[src/sv/swg_pkg.sv]
// Shared types and constants of the 3x3 sliding window generator.
// No dependencies; imported by swg_front, swg_back and the top level.
package swg_pkg;

    localparam int KERNEL_SIZE   = 3;
    localparam int PIXEL_BITS    = 24;
    localparam int CFG_BITS      = 12;
    localparam int IDX_BITS      = 2;
    localparam int MAX_WIDTH_DEF = 2048;
    localparam int MID_DEPTH     = 2;
    localparam int OUT_DEPTH     = 4;

    localparam logic [IDX_BITS-1:0] REG_FRAME_WIDTH  = 2'd0;
    localparam logic [IDX_BITS-1:0] REG_FRAME_HEIGHT = 2'd1;
    localparam logic [IDX_BITS-1:0] REG_PAD_PIXEL    = 2'd2;

    localparam logic [CFG_BITS-1:0] WIDTH_RESET  = 12'd640;
    localparam logic [CFG_BITS-1:0] HEIGHT_RESET = 12'd480;

    typedef logic [PIXEL_BITS-1:0] pixel_t;

    typedef struct packed {
        pixel_t pixel_in;
        logic   is_drain;
    } in_item_t;

    typedef struct packed {
        pixel_t win_top_left;
        pixel_t win_top;
        pixel_t win_top_right;
        pixel_t win_left;
        pixel_t win_center;
        pixel_t win_right;
        pixel_t win_bottom_left;
        pixel_t win_bottom;
        pixel_t win_bottom_right;
        logic   frame_done;
    } out_item_t;

    // per-item control from the front to the back
    typedef struct packed {
        logic emit;
        logic top_pad;
        logic bot_pad;
        logic left_pad;
        logic right_pad;
        logic last;
    } swg_ctl_t;

endpackage

[src/sv/swg_front.sv]
// Front end: accepts items, tracks input and centre positions, classifies each item.
// Depends on swg_pkg.
module swg_front
    import swg_pkg::*;
#(
    parameter int MAX_WIDTH = MAX_WIDTH_DEF
) (
    input  logic                         clk,
    input  logic                         rst_n,
    input  logic                         push,
    input  in_item_t                     in_item,
    input  logic                         mid_full,
    input  logic [CFG_BITS-1:0]          eff_width,
    input  logic [CFG_BITS-1:0]          eff_height,
    input  pixel_t                       pad_pixel,
    input  logic                         restart,
    output logic                         mid_push,
    output pixel_t                       mid_pix,
    output logic [$clog2(MAX_WIDTH)-1:0] mid_col,
    output swg_ctl_t                     mid_ctl
);

    localparam int COL_BITS = $clog2(MAX_WIDTH);
    localparam int CW       = ((COL_BITS > CFG_BITS) ? COL_BITS : CFG_BITS) + 1;
    localparam int RW       = CFG_BITS + 1;

    logic [COL_BITS-1:0] in_col_reg,  in_col_next;
    logic [RW-1:0]       in_row_reg,  in_row_next;
    logic [CW-1:0]       lead_reg,    lead_next;
    logic [COL_BITS-1:0] ctr_col_reg, ctr_col_next;
    logic [CFG_BITS-1:0] ctr_row_reg, ctr_row_next;

    logic          ghost;
    logic          step;
    logic [CW-1:0] w_ext;
    logic [CW-1:0] col_p1;
    logic [CW-1:0] ctr_col_p1;
    logic [RW-1:0] ctr_row_p1;
    swg_ctl_t      ctl;

    always_comb
    begin
        w_ext      = CW'(eff_width);
        col_p1     = CW'(in_col_reg) + CW'(1);
        ctr_col_p1 = CW'(ctr_col_reg) + CW'(1);
        ctr_row_p1 = RW'(ctr_row_reg) + RW'(1);
        // past the last row every item, flush item or not, carries padding
        ghost      = in_row_reg >= RW'(eff_height);
        step       = push && !mid_full && !(in_item.is_drain && !ghost);

        ctl.emit      = lead_reg == w_ext + CW'(1);
        ctl.top_pad   = ctr_row_reg == '0;
        ctl.bot_pad   = ctr_row_p1 >= RW'(eff_height);
        ctl.left_pad  = ctr_col_reg == '0;
        ctl.right_pad = ctr_col_p1 >= w_ext;
        ctl.last      = ctl.bot_pad && ctl.right_pad;

        in_col_next  = in_col_reg;
        in_row_next  = in_row_reg;
        lead_next    = lead_reg;
        ctr_col_next = ctr_col_reg;
        ctr_row_next = ctr_row_reg;

        if (restart)
        begin
            in_col_next  = '0;
            in_row_next  = '0;
            lead_next    = '0;
            ctr_col_next = '0;
            ctr_row_next = '0;
        end
        else if (step)
        begin
            if (col_p1 >= w_ext)
            begin
                in_col_next = '0;
                in_row_next = in_row_reg + RW'(1);
            end
            else
            begin
                in_col_next = col_p1[COL_BITS-1:0];
            end
            if (ctl.emit)
            begin
                // hold the lead: input and centre advance together
                if (ctl.last)
                begin
                    in_col_next  = '0;
                    in_row_next  = '0;
                    lead_next    = '0;
                    ctr_col_next = '0;
                    ctr_row_next = '0;
                end
                else if (ctl.right_pad)
                begin
                    ctr_col_next = '0;
                    ctr_row_next = ctr_row_p1[CFG_BITS-1:0];
                end
                else
                begin
                    ctr_col_next = ctr_col_p1[COL_BITS-1:0];
                end
            end
            else
            begin
                lead_next = lead_reg + CW'(1);
            end
        end
    end

    assign mid_push = step;
    assign mid_pix  = ghost ? pad_pixel : in_item.pixel_in;
    assign mid_col  = in_col_reg;
    assign mid_ctl  = ctl;

    always_ff @(posedge clk or negedge rst_n)
    begin
        if (!rst_n)
        begin
            in_col_reg  <= '0;
            in_row_reg  <= '0;
            lead_reg    <= '0;
            ctr_col_reg <= '0;
            ctr_row_reg <= '0;
        end
        else
        begin
            in_col_reg  <= in_col_next;
            in_row_reg  <= in_row_next;
            lead_reg    <= lead_next;
            ctr_col_reg <= ctr_col_next;
            ctr_row_reg <= ctr_row_next;
        end
    end

endmodule

[config.mk]
export PLATFORM = sky130hd
export DESIGN_NAME = swg_front
export DESIGN_NICKNAME = d
export VERILOG_FILES = /design/src/sv/swg_pkg.sv /design/src/sv/swg_front.sv
export SDC_FILE = /design/constraint.sdc
export NUM_CORES = 1
export LEC_CHECK = 0
export ABC_AREA = 0
export BUFFER_PORTS_ARGS = -buffer_cell sky130_fd_sc_hd__buf_2
export CAP_MARGIN = 20
export CORE_MARGIN = 5
export CORE_UTILIZATION = 35
export CTS_BUF_LIST = sky130_fd_sc_hd__clkbuf_4 sky130_fd_sc_hd__clkbuf_8 sky130_fd_sc_hd__clkbuf_16
export DETAILED_ROUTE_END_ITERATION = 10
export PLACE_DENSITY_LB_ADDON = 0.1
export SLEW_MARGIN = 20
export SYNTH_ARGS = -nofsm -noshare
export SYNTH_HDL_FRONTEND = slang
export SYNTH_SLANG_ARGS = --single-unit
[constraint.sdc]
create_clock -name clk -period 4.6 [get_ports clk]
set_input_delay 0.92 -clock clk [delete_from_list [all_inputs] [get_ports clk]]
set_output_delay 0.92 -clock clk [all_outputs]
set_load 0.02 [all_outputs]
==> results.txt, run 1 <==
----------------------------------------------------
[Layout]
  Storage element area ... 1501 um2
  Layout Cell Area excl Fill ... 6518 um2
  Final Net Count ... 895
  Antenna fix cells ... 0
  Area of combinational cells with multiple inputs ... 3659 um2
  Fill cell total of the finished layout ... 1559
  Layout cells sized above 1 ... 24.84%
  Highest-count cells in the layout ignoring fill and taps ... buf_2, nand2_1, dfrtp_1, ha_1, inv_1
  Most common cell after layout, fill and taps aside ... buf_2
  Layout overhead on the synthesized area ... 19.94%

[Clock tree]
  Clock buffers created by TritonCTS ... 9
  Number of post-CTS setup repair buffers ... 0
  Quantity of gates resized following cts ... 0
  Buffer type at the clock tree root ... clkbuf_16
  Clock tree from TritonCTS ... done
  CTS sink cnt ... 60
  Total of hold buffers inserted after clock tree synthesis ... 0
  CTS max path bufs ... 2
  Clock Latency Late Sink ... 340 ps
  H-tree Lvls ... 3
  Clock-pin transition on the worst setup and hold timing paths ... 50 ps

[Placement]
  Count of input and output buffers ... 119
  Post-DP HPWL ... 13250 um
  Placer congestion estimate ... 0.8842
  Area of placed instances ... 6240 um2

[Worst hold path]
  Path type of the worst min-delay path ... reg2reg

[Global route]
  Largest net degree at the start of global routing ... 37
  First-pass GRT wire length ... 27140 um
  Vias in the first global route ... 5226
  GRT overflow ... 0
  Initial antenna violation count ... 0
  Global routing usage summed across all routing layers ... 18.47%

[Timing]
  Slew of the pin with the lowest slew margin ... 878.9 ps
  Worst Skew ... 8.253 ps
  Min Tclk post-route ... 4283 ps
  Tightest slew margin relative to the limit ... 41.41%
  Total negative slack for setup checks ... 0 ps
  Worst slack on hold paths ... 528.8 ps
  Part of the cycle the worst path needs ... 93.11%
  Count of endpoints failing setup in the final report ... 0
  Setup repair after global routing missed its margin ... no
  Number of max-slew violations in the final report ... 0
  Final Hold Violating Endpoints ... 0
  Achievable Freq ... 0.2335 GHz

[Setup path]
  Required time worst endpoint ... 3680 ps
  Arrival time of data at the critical path endpoint ... 3360 ps
  Type of the worst setup path ... reg2out
  Largest driver fanout on the critical path ... 7
  Endpoint of the most critical register-to-register path ... in_row_reg[12]
  Category of the worst setup path launch point ... register
  Worst reg2reg path depth ... 14
  Worst R2R Start ... mid_col[0]
  Critical Path End Type ... output pin
  Critical path destination ... mid_ctl[0]
  Worst reg2reg setup slack ... 470 ps
  Launch point of the worst path ... ctr_row_reg[0]

[Synth]
  Yosys Warn Count ... 0
  Top cells by area, synth ... dfrtp_1, ha_1, mux2_2
  Instance count of the mapped netlist ... 645
  Number of distinct library cells after synthesis ... 66
  Library cell occupying the most area in the post-synthesis netlist ... dfrtp_1
  Synthesis-stage register bit count ... 60
  Asr flop ratio synth ... 100.0%
  Cell Area, Synth ... 5434 um2
  Dominant register cell in the synthesized netlist ... dfrtp_1
  Part of the Yosys area used for sequential elements ... 27.63%
  Net count of the mapped netlist ... 779
  Mean post-synth cell area ... 8.425 um2
  Fraction of synthesized cell area taken by the top area cell type ... 27.63%
  Post-synth EDFFs ... 0

[Route]
  Mean routed wirelength per cell ... 17.36 um
  Vias per inst ... 5.491
  Violation count after the first detailed-routing iteration ... 289
  Antenna violation net count after detailed routing ... 0
  # DRC ... 0
  Detailed Route WL ... 16550 um
  Total iterations of the first detailed-routing run ... 4
  Number of vias after detailed routing ... 5233

[Run]
  Count of maximum capacitance violations ... 0

[Power and ir drop]
  Pwr per Cell Area ... 217.0 nW/um2
  Cell-internal power ... 1.023 mW
  Sw frac ... 27.69%
  Part of the total power dissipated in combinational logic ... 15.5%
  Total power of the final layout ... 1.414 mW
  Worst VDD drop ... 0.1479 mV
  Sequential fraction of design power ... 38.7%
  Clock group share of total power ... 45.9%
  Switching power summed over all nets ... 0.3917 mW
  Leakage component of the power ... 3.245 nW

[Floorplan]
  Die W ... 134.6 um
  Core area ... 15200 um2
  Area of the die ... 18120 um2
  Initial Util ... 35.74%
  Rows ... 45
  Die H ... 134.6 um
  Number of top-level design ports ... 120

[Outcome]
  Result of the run ... complete, no violations

----------------------------------------------------
-- per-layer routing --
| metal | routed length [um] | global-route usage [%] |
|---|---|---|
| met2 | 7979 | 30.92 |
| met5 | 0 | 0 |
| met4 | 186 | 4.129 |
| met1 | 7522 | 24.12 |
| met3 | 860 | 4.657 |
-- how the worst min path moves through the flow --
stage / startpoint / endpoint / slack, ps / cells after the start
finish: mid_col[10] / mid_col[10] / 530 / 2
global route: mid_col[10] / mid_col[10] / 570 / 2
CTS: mid_col[10] / mid_col[10] / 540 / 2
detailed placement: mid_col[10] / mid_col[10] / 530 / 2
global placement: mid_col[10] / mid_col[10] / 510 / 2
floorplan: ctr_col_reg[10] / ctr_col_reg[10] / 500 / 2
-- cell families after synthesis --
group	after synthesis	synth area share [%]
AOI/OAI and AO/OA	127	15.57
and+or+nand+nor	256	25.44
buffers and inverters	71	5.135
muxes	28	5.756
xor gates and xnor gates	47	7.575
DFF	60	27.63
adders and majority gates	56	12.89
-- Yosys cell counts, drive strengths merged, types with 2 or more instances --
| cell type | n |
|---|---|
| a2111oi | 3 |
| a211o | 8 |
| a211oi | 5 |
| a21o | 9 |
| a21oi | 28 |
| a221o | 2 |
| a31o | 3 |
| a31oi | 4 |
| and2 | 2 |
| and3 | 21 |
| and4 | 7 |
| buf | 10 |
| clkbuf | 13 |
| dfrtp | 60 |
| ha | 56 |
| inv | 47 |
| mux2 | 26 |
| mux2i | 2 |
| nand2 | 64 |
| nand2b | 7 |
| nand3 | 38 |
| nand3b | 11 |
| nand4 | 17 |
| nor2 | 35 |
| nor2b | 4 |
| nor3 | 23 |
| nor3b | 2 |
| nor4 | 12 |
| o2111ai | 2 |
| o21a | 2 |
| o21ai | 38 |
| o22ai | 3 |
| o31a | 2 |
| o31ai | 7 |
| or2 | 3 |
| or3 | 4 |
| or4 | 2 |
| xnor2 | 25 |
| xor2 | 22 |
-- area by class of cell --
cell class	count	area share (%)
multi-input combinational	514	56.13
sequential	60	23.04
timing repair buffer	128	10.17
clock buffer	13	4.108
tap	188	3.609
inverter	48	2.784
clock inverter	2	0.1536
-- worst max-delay path: stages, from the launching register on --
cell      delay, ps
dfrtp_1         460
ha_1            320
and3_1          240
nand4_1         120
xnor2_1         310
ha_1            310
a21o_1          180
a221o_1         370
a31oi_1         200
o211ai_2        150
nand2_1         130
inv_2            80
buf_2           160
-- metrics by stage --
step	cells	worst slack (ps)	utilization, %
after floorplan	645	449.7	-
after global routing	953	59.51	42.87
after CTS	953	252.6	42.87
after detailed placement	938	393.8	41.05
after global placement	938	436.1	41.05
final	953	317.1	42.87
-- power by group through the flow --
stage               clock network [mW]  registers [mW]  logic [mW]
floorplan                            0           0.554       0.122
global placement                     0           0.555       0.215
detailed placement                   0           0.556       0.222
CTS                              0.661           0.547       0.223
global route                     0.691           0.548       0.247
finish                           0.649           0.547       0.219
Power figures use the tool's default switching activity.
==> run 2: changes to the inputs <==
--- a/config.mk
+++ b/config.mk
@@ -8,6 +8,7 @@
 export ABC_AREA = 0
 export BUFFER_PORTS_ARGS = -buffer_cell sky130_fd_sc_hd__buf_2
 export CAP_MARGIN = 20
+export CORE_ASPECT_RATIO = 1.1
 export CORE_MARGIN = 5
 export CORE_UTILIZATION = 35
 export CTS_BUF_LIST = sky130_fd_sc_hd__clkbuf_4 sky130_fd_sc_hd__clkbuf_8 sky130_fd_sc_hd__clkbuf_16
==> run 2 against run 1 <==
First-iteration DRC count rose by 36%. Sequential cell count did not move. Combinational power barely moved. Clock power rose by 14%. Global-route usage fell by 0.14 points. Register-to-register slack improved by 90 ps. Hold slack improved by 5.4 ps. Setup slack improved by 8.5 ps. Via count barely moved.
==> results.txt, run 2 (same netlist as run 1, synthesis figures left out) <==
----------------------------------------------------
[Outcome]
  Result of the run ... complete, no violations

[Route]
  Number of vias after detailed routing ... 5231 (-0.038%)
  Detailed Route WL ... 16540 um (about the same)
  Total iterations of the first detailed-routing run ... 4 (unchanged)
  Mean routed wirelength per cell ... 17.18 um (-1.1%)
  Vias per inst ... 5.432 (-1.1%)
  # DRC ... 0 (unchanged)
  Antenna violation net count after detailed routing ... 0 (unchanged)
  Violation count after the first detailed-routing iteration ... 392 (+36%)

[Setup path]
  Category of the worst setup path launch point ... register
  Type of the worst setup path ... reg2out
  Critical Path End Type ... output pin
  Endpoint of the most critical register-to-register path ... in_row_reg[11]
  Worst reg2reg setup slack ... 560 ps (+90 ps)
  Largest driver fanout on the critical path ... 7 (unchanged)
  Worst reg2reg path depth ... 14 (unchanged)
  Required time worst endpoint ... 3680 ps (about the same)
  Launch point of the worst path ... ctr_row_reg[0]
  Arrival time of data at the critical path endpoint ... 3350 ps (about the same)
  Worst R2R Start ... mid_col[0]

[Run]
  Count of maximum capacitance violations ... 0 (unchanged)

[Worst hold path]
  Hold Crit Depth ... 2 (unchanged)
  Destination of the worst hold path ... mid_col[10]
  Path type of the worst min-delay path ... reg2reg
  Hold wc startpoint ... mid_col[10]

[Layout]
  Most common cell after layout, fill and taps aside ... buf_2
  Highest-count cells in the layout ignoring fill and taps ... buf_2, nand2_1, dfrtp_1, ha_1, inv_1
  Antenna fix cells ... 0 (unchanged)
  Layout overhead on the synthesized area ... 21.07%
  Layout cells sized above 1 ... 25.03% (+0.20 points)
  Layout Cell Area excl Fill ... 6579 um2 (+0.94%)
  Final Net Count ... 896 (+0.11%)

[Timing]
  Number of max-slew violations in the final report ... 0 (unchanged)
  Min Tclk post-route ... 4274 ps (-8.464 ps)
  Total negative slack for setup checks ... 0 ps (unchanged)
  Count of endpoints failing setup in the final report ... 0 (unchanged)
  Slew of the pin with the lowest slew margin ... 861.1 ps (-17.80 ps)
  Achievable Freq ... 0.2340 GHz (+0.20%)
  Worst Skew ... 7.834 ps (-0.4185 ps)
  Final Hold Violating Endpoints ... 0 (unchanged)
  Tightest slew margin relative to the limit ... 42.21% (+0.80 points)
  Part of the cycle the worst path needs ... 92.92% (-0.18 points)
  Setup repair after global routing missed its margin ... no

[Clock tree]
  H-tree Lvls ... 3 (unchanged)
  Total of hold buffers inserted after clock tree synthesis ... 0 (unchanged)
  Quantity of gates resized following cts ... 0 (unchanged)
  Buffer type at the clock tree root ... clkbuf_16
  CTS max path bufs ... 2 (unchanged)
  Clock tree from TritonCTS ... done
  Clock buffers created by TritonCTS ... 9 (unchanged)
  Clock Latency Late Sink ... 330 ps (about the same)
  CTS sink cnt ... 60 (unchanged)
  Number of post-CTS setup repair buffers ... 0 (unchanged)
  Clock-pin transition on the worst setup and hold timing paths ... 50 ps (about the same)

[Power and ir drop]
  Part of the total power dissipated in combinational logic ... 14.7% (-0.8 points)
  Worst VDD drop ... 0.1608 mV (+8.7%)
  Leakage component of the power ... 3.270 nW (+0.79%)
  Switching power summed over all nets ... 0.3910 mW (-0.18%)
  Sequential fraction of design power ... 36.3% (-2.4 points)
  Cell-internal power ... 1.114 mW (+8.9%)
  Clock group share of total power ... 49.0% (+3.1 points)
  Pwr per Cell Area ... 228.7 nW/um2 (+5.4%)
  Sw frac ... 25.98% (-1.7 points)

[Placement]
  Post-DP HPWL ... 13230 um (-0.12%)
  Count of input and output buffers ... 119 (unchanged)
  Placer congestion estimate ... 0.9085 (+2.7%)
  Area of placed instances ... 6257 um2 (+0.28%)

[Floorplan]
  Core area ... 15170 um2 (-0.20%)
  Number of top-level design ports ... 120 (unchanged)
  Area of the die ... 18120 um2 (about the same)
  Initial Util ... 35.82% (+0.071 points)
  Die W ... 128.8 um (-4.3%)
  Die H ... 140.7 um (+4.5%)
  Rows ... 47 (+4.4%)

[Global route]
  Global routing usage summed across all routing layers ... 18.33% (-0.14 points)
  Vias in the first global route ... 5253 (+0.52%)
  GRT overflow ... 0 (unchanged)
  Initial antenna violation count ... 0 (unchanged)
  First-pass GRT wire length ... 26810 um (-1.2%)
  Largest net degree at the start of global routing ... 36 (-2.7%)

----------------------------------------------------
==> run 2: routing by layer <==
metal  global-route usage (%)  vias up  routed length [um]
met1                    23.32     2500                7335
met5                        0        -                   0
met4                    5.694        0                 307
met2                    31.77      130                8174
li1                         -     2578                   -
met3                    2.762       23                 726
==> run 2: per-stage QoR <==
step | power (mW) | cells | worst slack [ps] | util [%] | hold WS [ps]
2_1_floorplan | 0.6756 | 645 | 449.7 | - | 495.7
3_3_place_gp | 0.7721 | 947 | 532.1 | 41.24 | 530.5
3_5_place_dp | 0.7787 | 947 | 504.2 | 41.24 | 545.6
4_1_cts | 1.526 | 963 | 304.0 | 43.36 | 555.3
5_1_grt | 1.572 | 963 | 47.29 | 43.36 | 582.6
6_report | 1.505 | 963 | 325.6 | 43.36 | 534.2
==> run 2: cell type report <==
type	instances	area (um2)
Clock inverter	5	75.07
Clock buffer	11	246.5
Inverter	48	181.4
Fill cell	1545	8593
Sequential cell	60	1501
Timing Repair Buffer	129	670.6
Multi-Input combinational cell	514	3659
Tap cell	196	245.2
==> run 2: worst max-delay path: stages, from the launching register on <==
cell      delay [ps]
dfrtp_1          460
ha_1             340
and3_1           260
nand4_1          120
xnor2_1          290
ha_1             310
a21o_1           180
a221o_1          340
a31oi_1          210
o211ai_2         150
nand2_1          120
inv_2             70
buf_2            160
==> run 2: worst max-delay path by stage <==
stage	cells past startpoint	slack (ps)	end
2_1_floorplan	7	450	mid_pix[10]
3_3_place_gp	9	530	mid_pix[10]
3_5_place_dp	9	500	mid_pix[9]
4_1_cts	12	300	mid_ctl[0]
5_1_grt	12	50	mid_ctl[0]
6_report	12	330	mid_ctl[0]
==> run 2: power groups by stage <==
stage | Clock (mW) | Combinational, mW | Sequential [mW]
CTS | 0.755 | 0.224 | 0.547
detailed placement | 0 | 0.223 | 0.556
floorplan | 0 | 0.122 | 0.554
global route | 0.778 | 0.247 | 0.548
finish | 0.738 | 0.221 | 0.547
global placement | 0 | 0.217 | 0.556
