===== config.mk =====
export PLATFORM = sky130hd
export DESIGN_NAME = swg_queue
export DESIGN_NICKNAME = d
export VERILOG_FILES = /design/src/sv/swg_queue.sv
export SDC_FILE = /design/constraint.sdc
export NUM_CORES = 1
export LEC_CHECK = 0
export ABC_AREA = 1
export BUFFER_PORTS_ARGS = -buffer_cell sky130_fd_sc_hd__clkbuf_2
export CORE_AREA = 3 3 48 71
export DETAILED_ROUTE_END_ITERATION = 12
export DIE_AREA = 0 0 51 74
export PLACE_DENSITY = 0.48
export SYNTH_ARGS = -nofsm -noshare
export SYNTH_HDL_FRONTEND = slang
export SYNTH_SLANG_ARGS = --single-unit

===== constraint.sdc =====
create_clock -name clk -period 1.8 [get_ports clk]
set_clock_uncertainty 0.15 [all_clocks]
set_input_delay 0.09 -clock clk [delete_from_list [all_inputs] [get_ports clk]]
set_output_delay 0.09 -clock clk [all_outputs]
set_load 0.05 [all_outputs]

===== src/sv/swg_queue.sv =====
// Small synchronous FIFO used between front and back and on the result side.
// Depends on nothing; DEPTH must be a power of two, at least 2.
module swg_queue #(
    parameter int WIDTH = 8,
    parameter int DEPTH = 2
) (
    input  logic                         clk,
    input  logic                         rst_n,
    input  logic                         push,
    input  logic [WIDTH-1:0]             wr_data,
    input  logic                         pop,
    output logic [WIDTH-1:0]             rd_data,
    output logic                         full,
    output logic                         empty,
    output logic [$clog2(DEPTH+1)-1:0]   count
);

    localparam int PTR_BITS = $clog2(DEPTH);
    localparam int CNT_BITS = $clog2(DEPTH + 1);

    logic [WIDTH-1:0]    store_reg [DEPTH];
    logic [PTR_BITS-1:0] wr_ptr_reg;
    logic [PTR_BITS-1:0] rd_ptr_reg;
    logic [CNT_BITS-1:0] count_reg;
    logic                do_push;
    logic                do_pop;

    assign full    = count_reg == CNT_BITS'(DEPTH);
    assign empty   = count_reg == '0;
    assign count   = count_reg;
    assign rd_data = store_reg[rd_ptr_reg];
    assign do_push = push && !full;
    assign do_pop  = pop && !empty;

    always_ff @(posedge clk)
    begin
        if (do_push)
        begin
            store_reg[wr_ptr_reg] <= wr_data;
        end
    end

    always_ff @(posedge clk or negedge rst_n)
    begin
        if (!rst_n)
        begin
            wr_ptr_reg <= '0;
            rd_ptr_reg <= '0;
            count_reg  <= '0;
        end
        else
        begin
            if (do_push)
            begin
                wr_ptr_reg <= wr_ptr_reg + PTR_BITS'(1);
            end
            if (do_pop)
            begin
                rd_ptr_reg <= rd_ptr_reg + PTR_BITS'(1);
            end
            if (do_push && !do_pop)
            begin
                count_reg <= count_reg + CNT_BITS'(1);
            end
            else if (do_pop && !do_push)
            begin
                count_reg <= count_reg - CNT_BITS'(1);
            end
        end
    end

endmodule


==> results of run 1 <==
[metal layers]
metal | GRT usage | wire length, um | up-vias
li1 | - | - | 312
met1 | 0.115 | 687 | 278
met2 | 0.146 | 716 | 19
met3 | 0.0200 | 69 | 5
met4 | 0.0719 | 47 | 0
met5 | 0 | 0 | -
[repair_timing]
| item | CTS | global route |
|---|---|---|
| hold endpoints to repair | 21 | 0 |
| setup buffers | 0 | 0 |
| setup endpoints to repair | 0 | 0 |
| hold buffers | 10 | 0 |
[kinds of logic (layout without fill, tap and decap cells)]
group	after synthesis	count (layout)
adder cells (fa/ha/maj)	1	1
buffers and inverters	9	47
flip-flops	20	20
AND/OR/NAND/NOR	40	40
XOR/XNOR	1	1
AO/OA/AOI/OAI	2	2
[synthesized netlist by cell type]
library cell | n | area share
buf_2 | 1 | 0.0062
o21ai_0 | 2 | 0.012
edfxtp_1 | 16 | 0.59
nand2_1 | 33 | 0.15
inv_2 | 1 | 0.0046
ha_1 | 1 | 0.015
nand3b_1 | 1 | 0.0093
inv_1 | 7 | 0.032
nand3_1 | 1 | 0.0062
dfrtp_1 | 4 | 0.12
nand4_1 | 1 | 0.0077
nor2_2 | 2 | 0.015
xnor2_1 | 1 | 0.011
nor2_1 | 2 | 0.0093
[power by group through the flow]
stage / combinational (mW) / sequential (mW) / clock, mW
6_report: 1.04 / 0.746 / 0.291
5_1_grt: 1.14 / 0.771 / 0.326
4_1_cts: 1.06 / 0.751 / 0.307
3_5_place_dp: 1.04 / 0.760 / 0
3_3_place_gp: 1.03 / 0.753 / 0
2_1_floorplan: 0.752 / 0.793 / 0
[area by class of cell]
type	count	area share
clock buffers	3	0.0363
flip-flops and latches	20	0.513
well taps	39	0.0430
repair buffers	35	0.203
clock inverters	1	0.00330
inverters	8	0.0264
multi-input cells	44	0.175
[final timing paths]
kind,end,start,slack (ns)
max in group asynchronous,count[0],rst_n,1.35
min in group clk,wr_ptr_reg,push,0.01
worst min-delay path,wr_ptr_reg,rst_n,0.009
worst max register to register,store_reg[0][2],count[1],0.26
worst min register to register,wr_ptr_reg,wr_ptr_reg,0.34
worst max-delay path,rd_data[2],rd_ptr_reg,0.18
[per-stage QoR]
stage               hold slack, ns  setup TNS, ns
finish                     0.00878              0
global route                0.0109              0
CTS                        0.00291              0
detailed placement          -0.243              0
global placement            -0.242              0
floorplan                   -0.356        -0.0521
[cell usage in the layout (no fill, tap or decap), types with 2 or more instances in the layout]
cell           netlist  final
nand2_1             33     33
clkbuf_2             0     23
edfxtp_1            16     16
dlygate4sd3_1        0     10
inv_1                7      7
clkbuf_8             0      3
nor2_1               2      2
o21ai_0              2      2
dfrtp_2              0      2
buf_4                0      2
dfrtp_1              4      2
[critical path: cells and delay by family, from the launching register on]
kind,cells,cell delay (ns)
AND/OR/NAND/NOR,2,0.13
flip-flops,1,0.50
buffers and inverters,2,0.48
==> run_results.csv, run 1 <==
group,metric,value,unit
layout,multiInputGateArea,199,sq um
setup_path,arrival,1.38,ns
synth,syn_avg_cell_area,11.1,sq um
drt,wire_per_inst,10.1,um
grt,grt_overflow_total,0,
drt,ant_nets,0,
timing,worst_pin_slew,0.341,ns
layout,layout-drive-gt1-share,0.297,
timing,maxSlewViolCount,0,
run,maxCapViolCount,0,
pwr,power.leakage,0.529,nW
floorplanning,start_util,0.278,
synth,synthSimpleGateAreaFrac,0.201,
floorplanning,fp.dieW,51,um
clocking,cts_root_buffer,"clkbuf_8",
layout,synthToLayoutAreaGrowth,40.3,%
clocking,clk_latency,0.26,ns
run_status,status,"complete, no violations",
pwr,netSwitchingPower,1.03,mW
placed_design,place.gp.congestion,0.656,
synth,synth-warning-count,0,
drt,drt_iter0_drc,4,
timing,timing.fmax,0.619,GHz
setup_path,rr_worst_depth,5,
drt,routed_wl,1.52,mm
drt,num_vias,614,
layout,stdcell_area,1140,sq um
setup_path,worstPathCellList,"inv_2 > nand2_1 > nand2_1 > clkbuf_2",
timing,worst_slack,0.184,ns
pwr,irDropWorstVdd,0.948,mV
layout,largest_reg_flops,16,
synth,synth-seq-cells,20,
drt,via_per_inst,4.09,
timing,finalSetupViolations,0,
pwr,seqPwrFrac,0.358,
grt,grt_usage,0.0947,
setup_path,critical-path-max-stage-delay,0.50,ns
synth,synth_cells,73,
pwr,total_power,2.08,mW
floorplanning,rows,24,
grt,antenna_found_initial,0,
drt,drc,0,
setup_path,start_kind,"flop",
setup_path,crit_path_top_delay_cell,"dfrtp_1",
setup_path,cpMostUsedCell,"nand2_1",
synth,seq_area_frac_synth,0.717,
synth,synthXorXnorAreaFrac,0.0108,
pwr,power_frac_comb,0.502,
layout,diodes,0,
timing,finalHoldViolations,0,
floorplanning,die-area,3770,sq um
pwr,switching_share,0.494,
synth,synth_area,810,sq um
timing,rsz0062_at_grt,"false",
placed_design,dp_hpwl,1.15,mm
pwr,p_per_area,1830,nW/um^2
layout,nFillCells,303,
grt,grt_pass1_wl,2.57,mm
synth,synth_nets,86,
setup_path,worst_ep_required_time,1.56,ns
clocking,cts_tree,"yes",
clocking,clock_sinks,20,
placed_design,placed_cells,136,
drt,drtPass1Iterations,3,
placed_design,place_area,991,sq um
pwr,p_int,1.05,mW
timing,timing.slew.headroom,0.772,
floorplanning,ioPinCount,24,
placed_design,post-place-ws,0.224,ns
clocking,cts_max_level,1,
layout,fin_cells,150,
setup_path,crit_type,"flop to primary output",
clocking,cts_buffers,3,
placed_design,io_buffers,23,
layout,fin_util,0.390,
clocking,cts.repair.resized,0,
setup_path,cp-end-kind,"primary output",
floorplanning,core_area,2910,sq um
floorplanning,fp.dieH,74,um
setup_path,crit_fanout,10,
grt,grt_pass1_vias,579,
synth,synth_top_family_by_area,"simple AND/OR/NAND/NOR gates",
synth,synth_compound_area_frac,0.0124,
pwr,power_frac_clock,0.140,
grt,grt_max_degree,12,
synth,yosysUniqueCellTypes,14,
clocking,cts_max_path_buffers,2,
timing,min_period_over_period,0.898,
timing,final.min_clock_period,1.62,ns
layout,regArea,583,sq um
min_path,min_path_type,"primary input to async pin",
synth,muxShareOfSynthArea,0,
layout,nNetsFinal,125,
synth,synthAdderAreaFrac,0.0155,
clocking,path_clk_slew,0.07,ns
Note: power is estimated with default switching activity, not from simulation.
==> run 2, diff against run 1 <==
--- a/config.mk
+++ b/config.mk
@@ -6,7 +6,7 @@
 export NUM_CORES = 1
 export LEC_CHECK = 0
 export ABC_AREA = 1
-export BUFFER_PORTS_ARGS = -buffer_cell sky130_fd_sc_hd__clkbuf_2
+export BUFFER_PORTS_ARGS = -buffer_cell sky130_fd_sc_hd__buf_2
 export CORE_AREA = 3 3 48 71
 export DETAILED_ROUTE_END_ITERATION = 12
 export DIE_AREA = 0 0 51 74
==> run_results.csv, run 2 (synthesis results as in run 1) <==
group,metric,value,unit
run_status,status,"complete, no violations",
drt,drtPass1Iterations,4,
drt,drt_iter0_drc,17,
layout,nFillCells,299,
grt,grt_max_degree,13,
placed_design,place.gp.congestion,0.662,
clocking,path_clk_slew,0.08,ns
min_path,min_path_type,"primary input to async pin",
grt,grt_overflow_total,0,
placed_design,dp_hpwl,1.11,mm
drt,ant_nets,0,
layout,stdcell_area,1160,sq um
floorplanning,fp.dieH,74,um
floorplanning,die-area,3770,sq um
setup_path,worst_ep_required_time,1.56,ns
placed_design,io_buffers,23,
placed_design,post-place-ws,0.245,ns
layout,diodes,0,
floorplanning,rows,24,
timing,rsz0062_at_grt,"false",
layout,synthToLayoutAreaGrowth,43.6,%
pwr,irDropWorstVdd,1.03,mV
drt,routed_wl,1.56,mm
timing,final.min_clock_period,1.62,ns
clocking,cts_root_buffer,"clkbuf_8",
floorplanning,core_area,2910,sq um
clocking,post-cts-setup-buffers,0,
timing,timing.fmax,0.618,GHz
timing,timing.slew.headroom,0.768,
drt,drc,0,
pwr,power.leakage,0.539,nW
layout,fin_util,0.399,
clocking,cts_buffers,3,
clocking,cts_tree,"yes",
layout,regArea,583,sq um
drt,via_per_inst,4.07,
timing,finalSetupViolations,0,
setup_path,crit_type,"flop to primary output",
timing,holdWs,0.0165,ns
placed_design,place_area,991,sq um
pwr,p_per_area,1930,nW/um^2
grt,grt_pass1_vias,554,
timing,finalHoldViolations,0,
timing,worst_pin_slew,0.348,ns
setup_path,arrival,1.38,ns
clocking,cts.repair.resized,0,
clocking,cts_max_level,1,
clocking,cts_max_path_buffers,2,
grt,antenna_found_initial,0,
layout,layout_common_cells,"nand2_1 (33), buf_2 (23), edfxtp_1 (16)",
layout,multiInputGateArea,199,sq um
timing,maxSlewViolCount,0,
grt,grt_usage,0.0926,
setup_path,crit_fanout,10,
setup_path,cp-end-kind,"primary output",
layout,nNetsFinal,125,
run,maxCapViolCount,0,
setup_path,start_kind,"flop",
timing,min_period_over_period,0.898,
timing,worst_slack,0.183,ns
pwr,total_power,2.24,mW
drt,num_vias,610,
floorplanning,ioPinCount,24,
grt,grt_pass1_wl,2.50,mm
layout,layout-drive-gt1-share,0.306,
layout,largest_reg_flops,16,
floorplanning,start_util,0.278,
clocking,clock_sinks,20,
clocking,clk_latency,0.26,ns
floorplanning,fp.dieW,51,um
layout,final_common_cell,"nand2_1",
drt,wire_per_inst,10.4,um
-- run 2: final cells by class --
class | instances | area share
flip-flops and latches | 20 | 0.502
repair buffers | 35 | 0.198
multi-input cells | 44 | 0.171
well taps | 39 | 0.0420
clock buffers | 3 | 0.0355
clock inverters | 1 | 0.0258
inverters | 8 | 0.0258
-- run 2: critical path, cell delays in order, from the launching register on --
cell     delay (ns)
dfrtp_1        0.51
inv_2          0.22
nand2_1        0.08
nand2_1        0.06
buf_2          0.25
-- run 2: what timing repair did --
item | CTS | global route
hold endpoints to repair | 21 | 0
hold buffers | 10 | 0
setup endpoints to repair | 0 | 0
-- run 2: path summary, 6_finish.rpt --
path                                         to  depth (start not counted)  startpoint  slack (ns)
min in group clk                     wr_ptr_reg                          5        push        0.02
worst min register to register       wr_ptr_reg                          2  wr_ptr_reg        0.34
worst max-delay path                 rd_data[0]                          4  rd_ptr_reg        0.18
max in group asynchronous              count[1]                          2       rst_n        1.33
worst max register to register  store_reg[0][2]                          5    count[1]        0.26
worst min-delay path                 wr_ptr_reg                          2       rst_n        0.02
-- run 2: metrics by stage --
stage,instances,TNS [ns]
after floorplan,73,-0.0521
after global placement,136,0
after detailed placement,136,0
after CTS,150,0
after global routing,150,0
final,150,0
-- run 2: layer usage --
metal  wire, um  part of all wire  global-route usage  up-vias
met2        681              0.44               0.138       19
met3         78             0.050              0.0180        5
met5          0                 0                   0        -
met1        754              0.48               0.118      273
li1           -                 -                   -      313
met4         48             0.031              0.0719        0
-- run 2: power breakdown --
group | total (mW) | switching [mW] | internal (mW)
Clock | 0.446 | 0.149 | 0.297
Combinational | 1.05 | 0.791 | 0.257
Sequential | 0.744 | 0.0970 | 0.647
==> run 3, diff against run 2 <==
==> config.mk (replaced) <==
export PLATFORM = sky130hd
export DESIGN_NAME = swg_queue
export DESIGN_NICKNAME = d
export VERILOG_FILES = /design/src/sv/swg_queue.sv
export SDC_FILE = /design/constraint.sdc
export NUM_CORES = 1
export LEC_CHECK = 0
export BUFFER_PORTS_ARGS = -buffer_cell sky130_fd_sc_hd__buf_2
export CORE_AREA = 3 3 43 64
export DETAILED_ROUTE_END_ITERATION = 12
export DIE_AREA = 0 0 46 67
export PLACE_DENSITY = 0.56
export SYNTH_ARGS = -nofsm -noshare
export SYNTH_HDL_FRONTEND = slang
export SYNTH_SLANG_ARGS = --single-unit
==> constraint.sdc (replaced) <==
create_clock -name clk -period 1.8 [get_ports clk]
set_clock_uncertainty 0.15 [all_clocks]
set_input_delay 0.09 -clock clk [delete_from_list [all_inputs] [get_ports clk]]
set_output_delay 0.09 -clock clk [all_outputs]
set_load 0.1 [all_outputs]
==> run_results.csv, run 3 <==
group,metric,value,unit
grt,grt_usage,0.106,
synth,syn_avg_cell_area,17.8,sq um
setup_path,critical-path-max-stage-delay,0.51,ns
synth,yosysUniqueCellTypes,15,
run,maxCapViolCount,0,
setup_path,crit_fanout,9,
synth,synth_top_family_by_area,"multiplexers",
drt,via_per_inst,4.49,
synth,muxShareOfSynthArea,0.115,
synth,synth_cells,44,
floorplanning,fp.dieH,67,um
setup_path,cp-end-kind,"primary output",
drt,drtPass1Iterations,3,
timing,timing.fmax,0.585,GHz
run_status,status,"complete, no violations",
drt,routed_wl,1.30,mm
placed_design,io_buffers,23,
floorplanning,ioPinCount,24,
layout,nFillCells,196,
drt,ant_nets,0,
timing,final.min_clock_period,1.71,ns
synth,synth_area,782,sq um
grt,grt_overflow_total,0,
synth,synth_commonest_cells,"edfxtp_1 (16), mux2_1 (6), dfrtp_1 (4)",
setup_path,worstPathCellList,"mux2_2 > buf_2",
drt,num_vias,480,
drt,drt_iter0_drc,3,
floorplanning,rows,21,
grt,grt_max_degree,13,
timing,min_period_over_period,0.950,
layout,final_common_cell,"buf_2",
setup_path,crit_type,"flop to primary output",
synth,synth-warning-count,0,
clocking,cts_root_buffer,"clkbuf_4",
synth,synth_flop_cell,"edfxtp_1",
clocking,post-cts-setup-buffers,0,
setup_path,crit_path_top_delay_cell,"dfrtp_2",
grt,grt_pass1_wl,2.18,mm
placed_design,dp_hpwl,934,um
clocking,clock_sinks,20,
clocking,cts_tree,"yes",
layout,synthToLayoutAreaGrowth,44.2,%
layout,largest_reg_flops,16,
grt,grt_pass1_vias,495,
drt,drc,0,
timing,finalHoldViolations,0,
timing,rsz0062_at_grt,"false",
timing,worst_pin_slew,0.488,ns
floorplanning,core_area,2260,sq um
floorplanning,die-area,3080,sq um
timing,timing.slew.headroom,0.677,
setup_path,start_kind,"flop",
synth,async_reset_ff_frac,0.200,
layout,fin_util,0.499,
placed_design,place.gp.congestion,0.626,
floorplanning,fp.dieW,46,um
setup_path,arrival,1.47,ns
synth,synth_nets,57,
synth,synthAdderAreaFrac,0.0160,
synth,seq_area_frac_synth,0.742,
floorplanning,start_util,0.346,
synth,synth_top_area_frac,0.614,
synth,yosysMostFrequentCell,"edfxtp_1",
clocking,clk_latency,0.29,ns
synth,synth-seq-cells,20,
clocking,cts_max_level,1,
layout,layout-drive-gt1-share,0.452,
min_path,min_path_type,"primary input to flop",
synth,synth_compound_area_frac,0.00640,
timing,finalSetupViolations,0,
clocking,cts_buffers,3,
layout,layout_common_cells,"buf_2 (23), edfxtp_1 (16), dlygate4sd3_1 (12)",
synth,synthSimpleGateAreaFrac,0.0384,
synth,synth_area_leaders,"edfxtp_1 (61%), dfrtp_1 (13%), mux2_1 (8.6%), mux2_2 (2.9%), xnor2_1 (2.2%)",
grt,antenna_found_initial,0,
setup_path,worst_ep_required_time,1.56,ns
synth,synthXorXnorAreaFrac,0.0656,
clocking,path_clk_slew,0.11,ns
layout,diodes,0,
drt,wire_per_inst,12.2,um
synth,synth_area_leader_cell,"edfxtp_1",
timing,maxSlewViolCount,0,
synth,synth_edf_count,16,
clocking,cts_max_path_buffers,2,
layout,nNetsFinal,98,
## run 3: per-stage QoR
| stage | cells | TNS (ns) | worst slack [ns] | cell area (sq um) | hold WS (ns) |
|---|---|---|---|---|---|
| 2_1_floorplan | 44 | -0.104 | -0.0130 | 800 | -0.356 |
| 3_3_place_gp | 91 | 0 | 0.186 | 953 | -0.251 |
| 3_5_place_dp | 91 | 0 | 0.167 | 953 | -0.247 |
| 4_1_cts | 107 | 0 | 0.0541 | 1130 | 0.344 |
| 5_1_grt | 107 | 0 | 0.0238 | 1130 | 0.344 |
| 6_report | 107 | 0 | 0.0894 | 1130 | 0.356 |
## run 3: kinds of logic (layout without fill, tap and decap cells)
| group | count (synthesis) | after routing |
|---|---|---|
| AOI/OAI and AO/OA | 1 | 1 |
| xor gates and xnor gates | 5 | 5 |
| adders and majority gates | 1 | 1 |
| buffers and inverters | 3 | 43 |
| DFF | 20 | 20 |
| muxes | 8 | 8 |
| and+or+nand+nor | 6 | 6 |
## run 3: worst paths after layout
kind | startpoint | end | slack [ns] | cells after the start
hold reg to reg | wr_ptr_reg | wr_ptr_reg | 0.38 | 1
setup / recovery | rd_ptr_reg | rd_data[7] | 0.09 | 2
min in group asynchronous | rst_n | count[0] | 0.55 | 3
hold / removal | wr_data[6] | store_reg[1][6] | 0.36 | 2
max in group asynchronous | rst_n | count[1] | 0.75 | 3
setup reg to reg | count[0] | count[1] | 0.16 | 6
## run 3: cell type report
cell class | instances | area, sq um | area share
clock buffers | 3 | 22.5 | 0.0200
clock inverters | 1 | 30.0 | 0.0266
inverters | 2 | 7.51 | 0.00666
multi-input cells | 21 | 199 | 0.176
flip-flops and latches | 20 | 589 | 0.523
well taps | 23 | 28.8 | 0.0255
repair buffers | 37 | 250 | 0.222
## run 3: layer usage
metal | global-route usage | part of all wire
met1 | 0.114 | 0.38
met2 | 0.172 | 0.55
met3 | 0.0162 | 0.048
met4 | 0.0854 | 0.016
met5 | 0 | 0
## run 3: critical path, delay by kind of cell, from the launching register on
kind                   cells  cell delay, ns
buffers and inverters      1            0.41
flip-flops                 1            0.51
multiplexers               1            0.25
## run 3: timing repair
| action | in CTS | in global routing |
|---|---|---|
| endpoints found under the hold margin | 22 | 0 |
| resized for setup | 1 | 0 |
| hold buffers | 12 | 0 |
| endpoints found under the setup margin | 8 | 0 |
Power of run 3 is left out: the tool's default activity adds up to more than one toggle a clock period on the data nets, which glitch-free logic cannot reach.
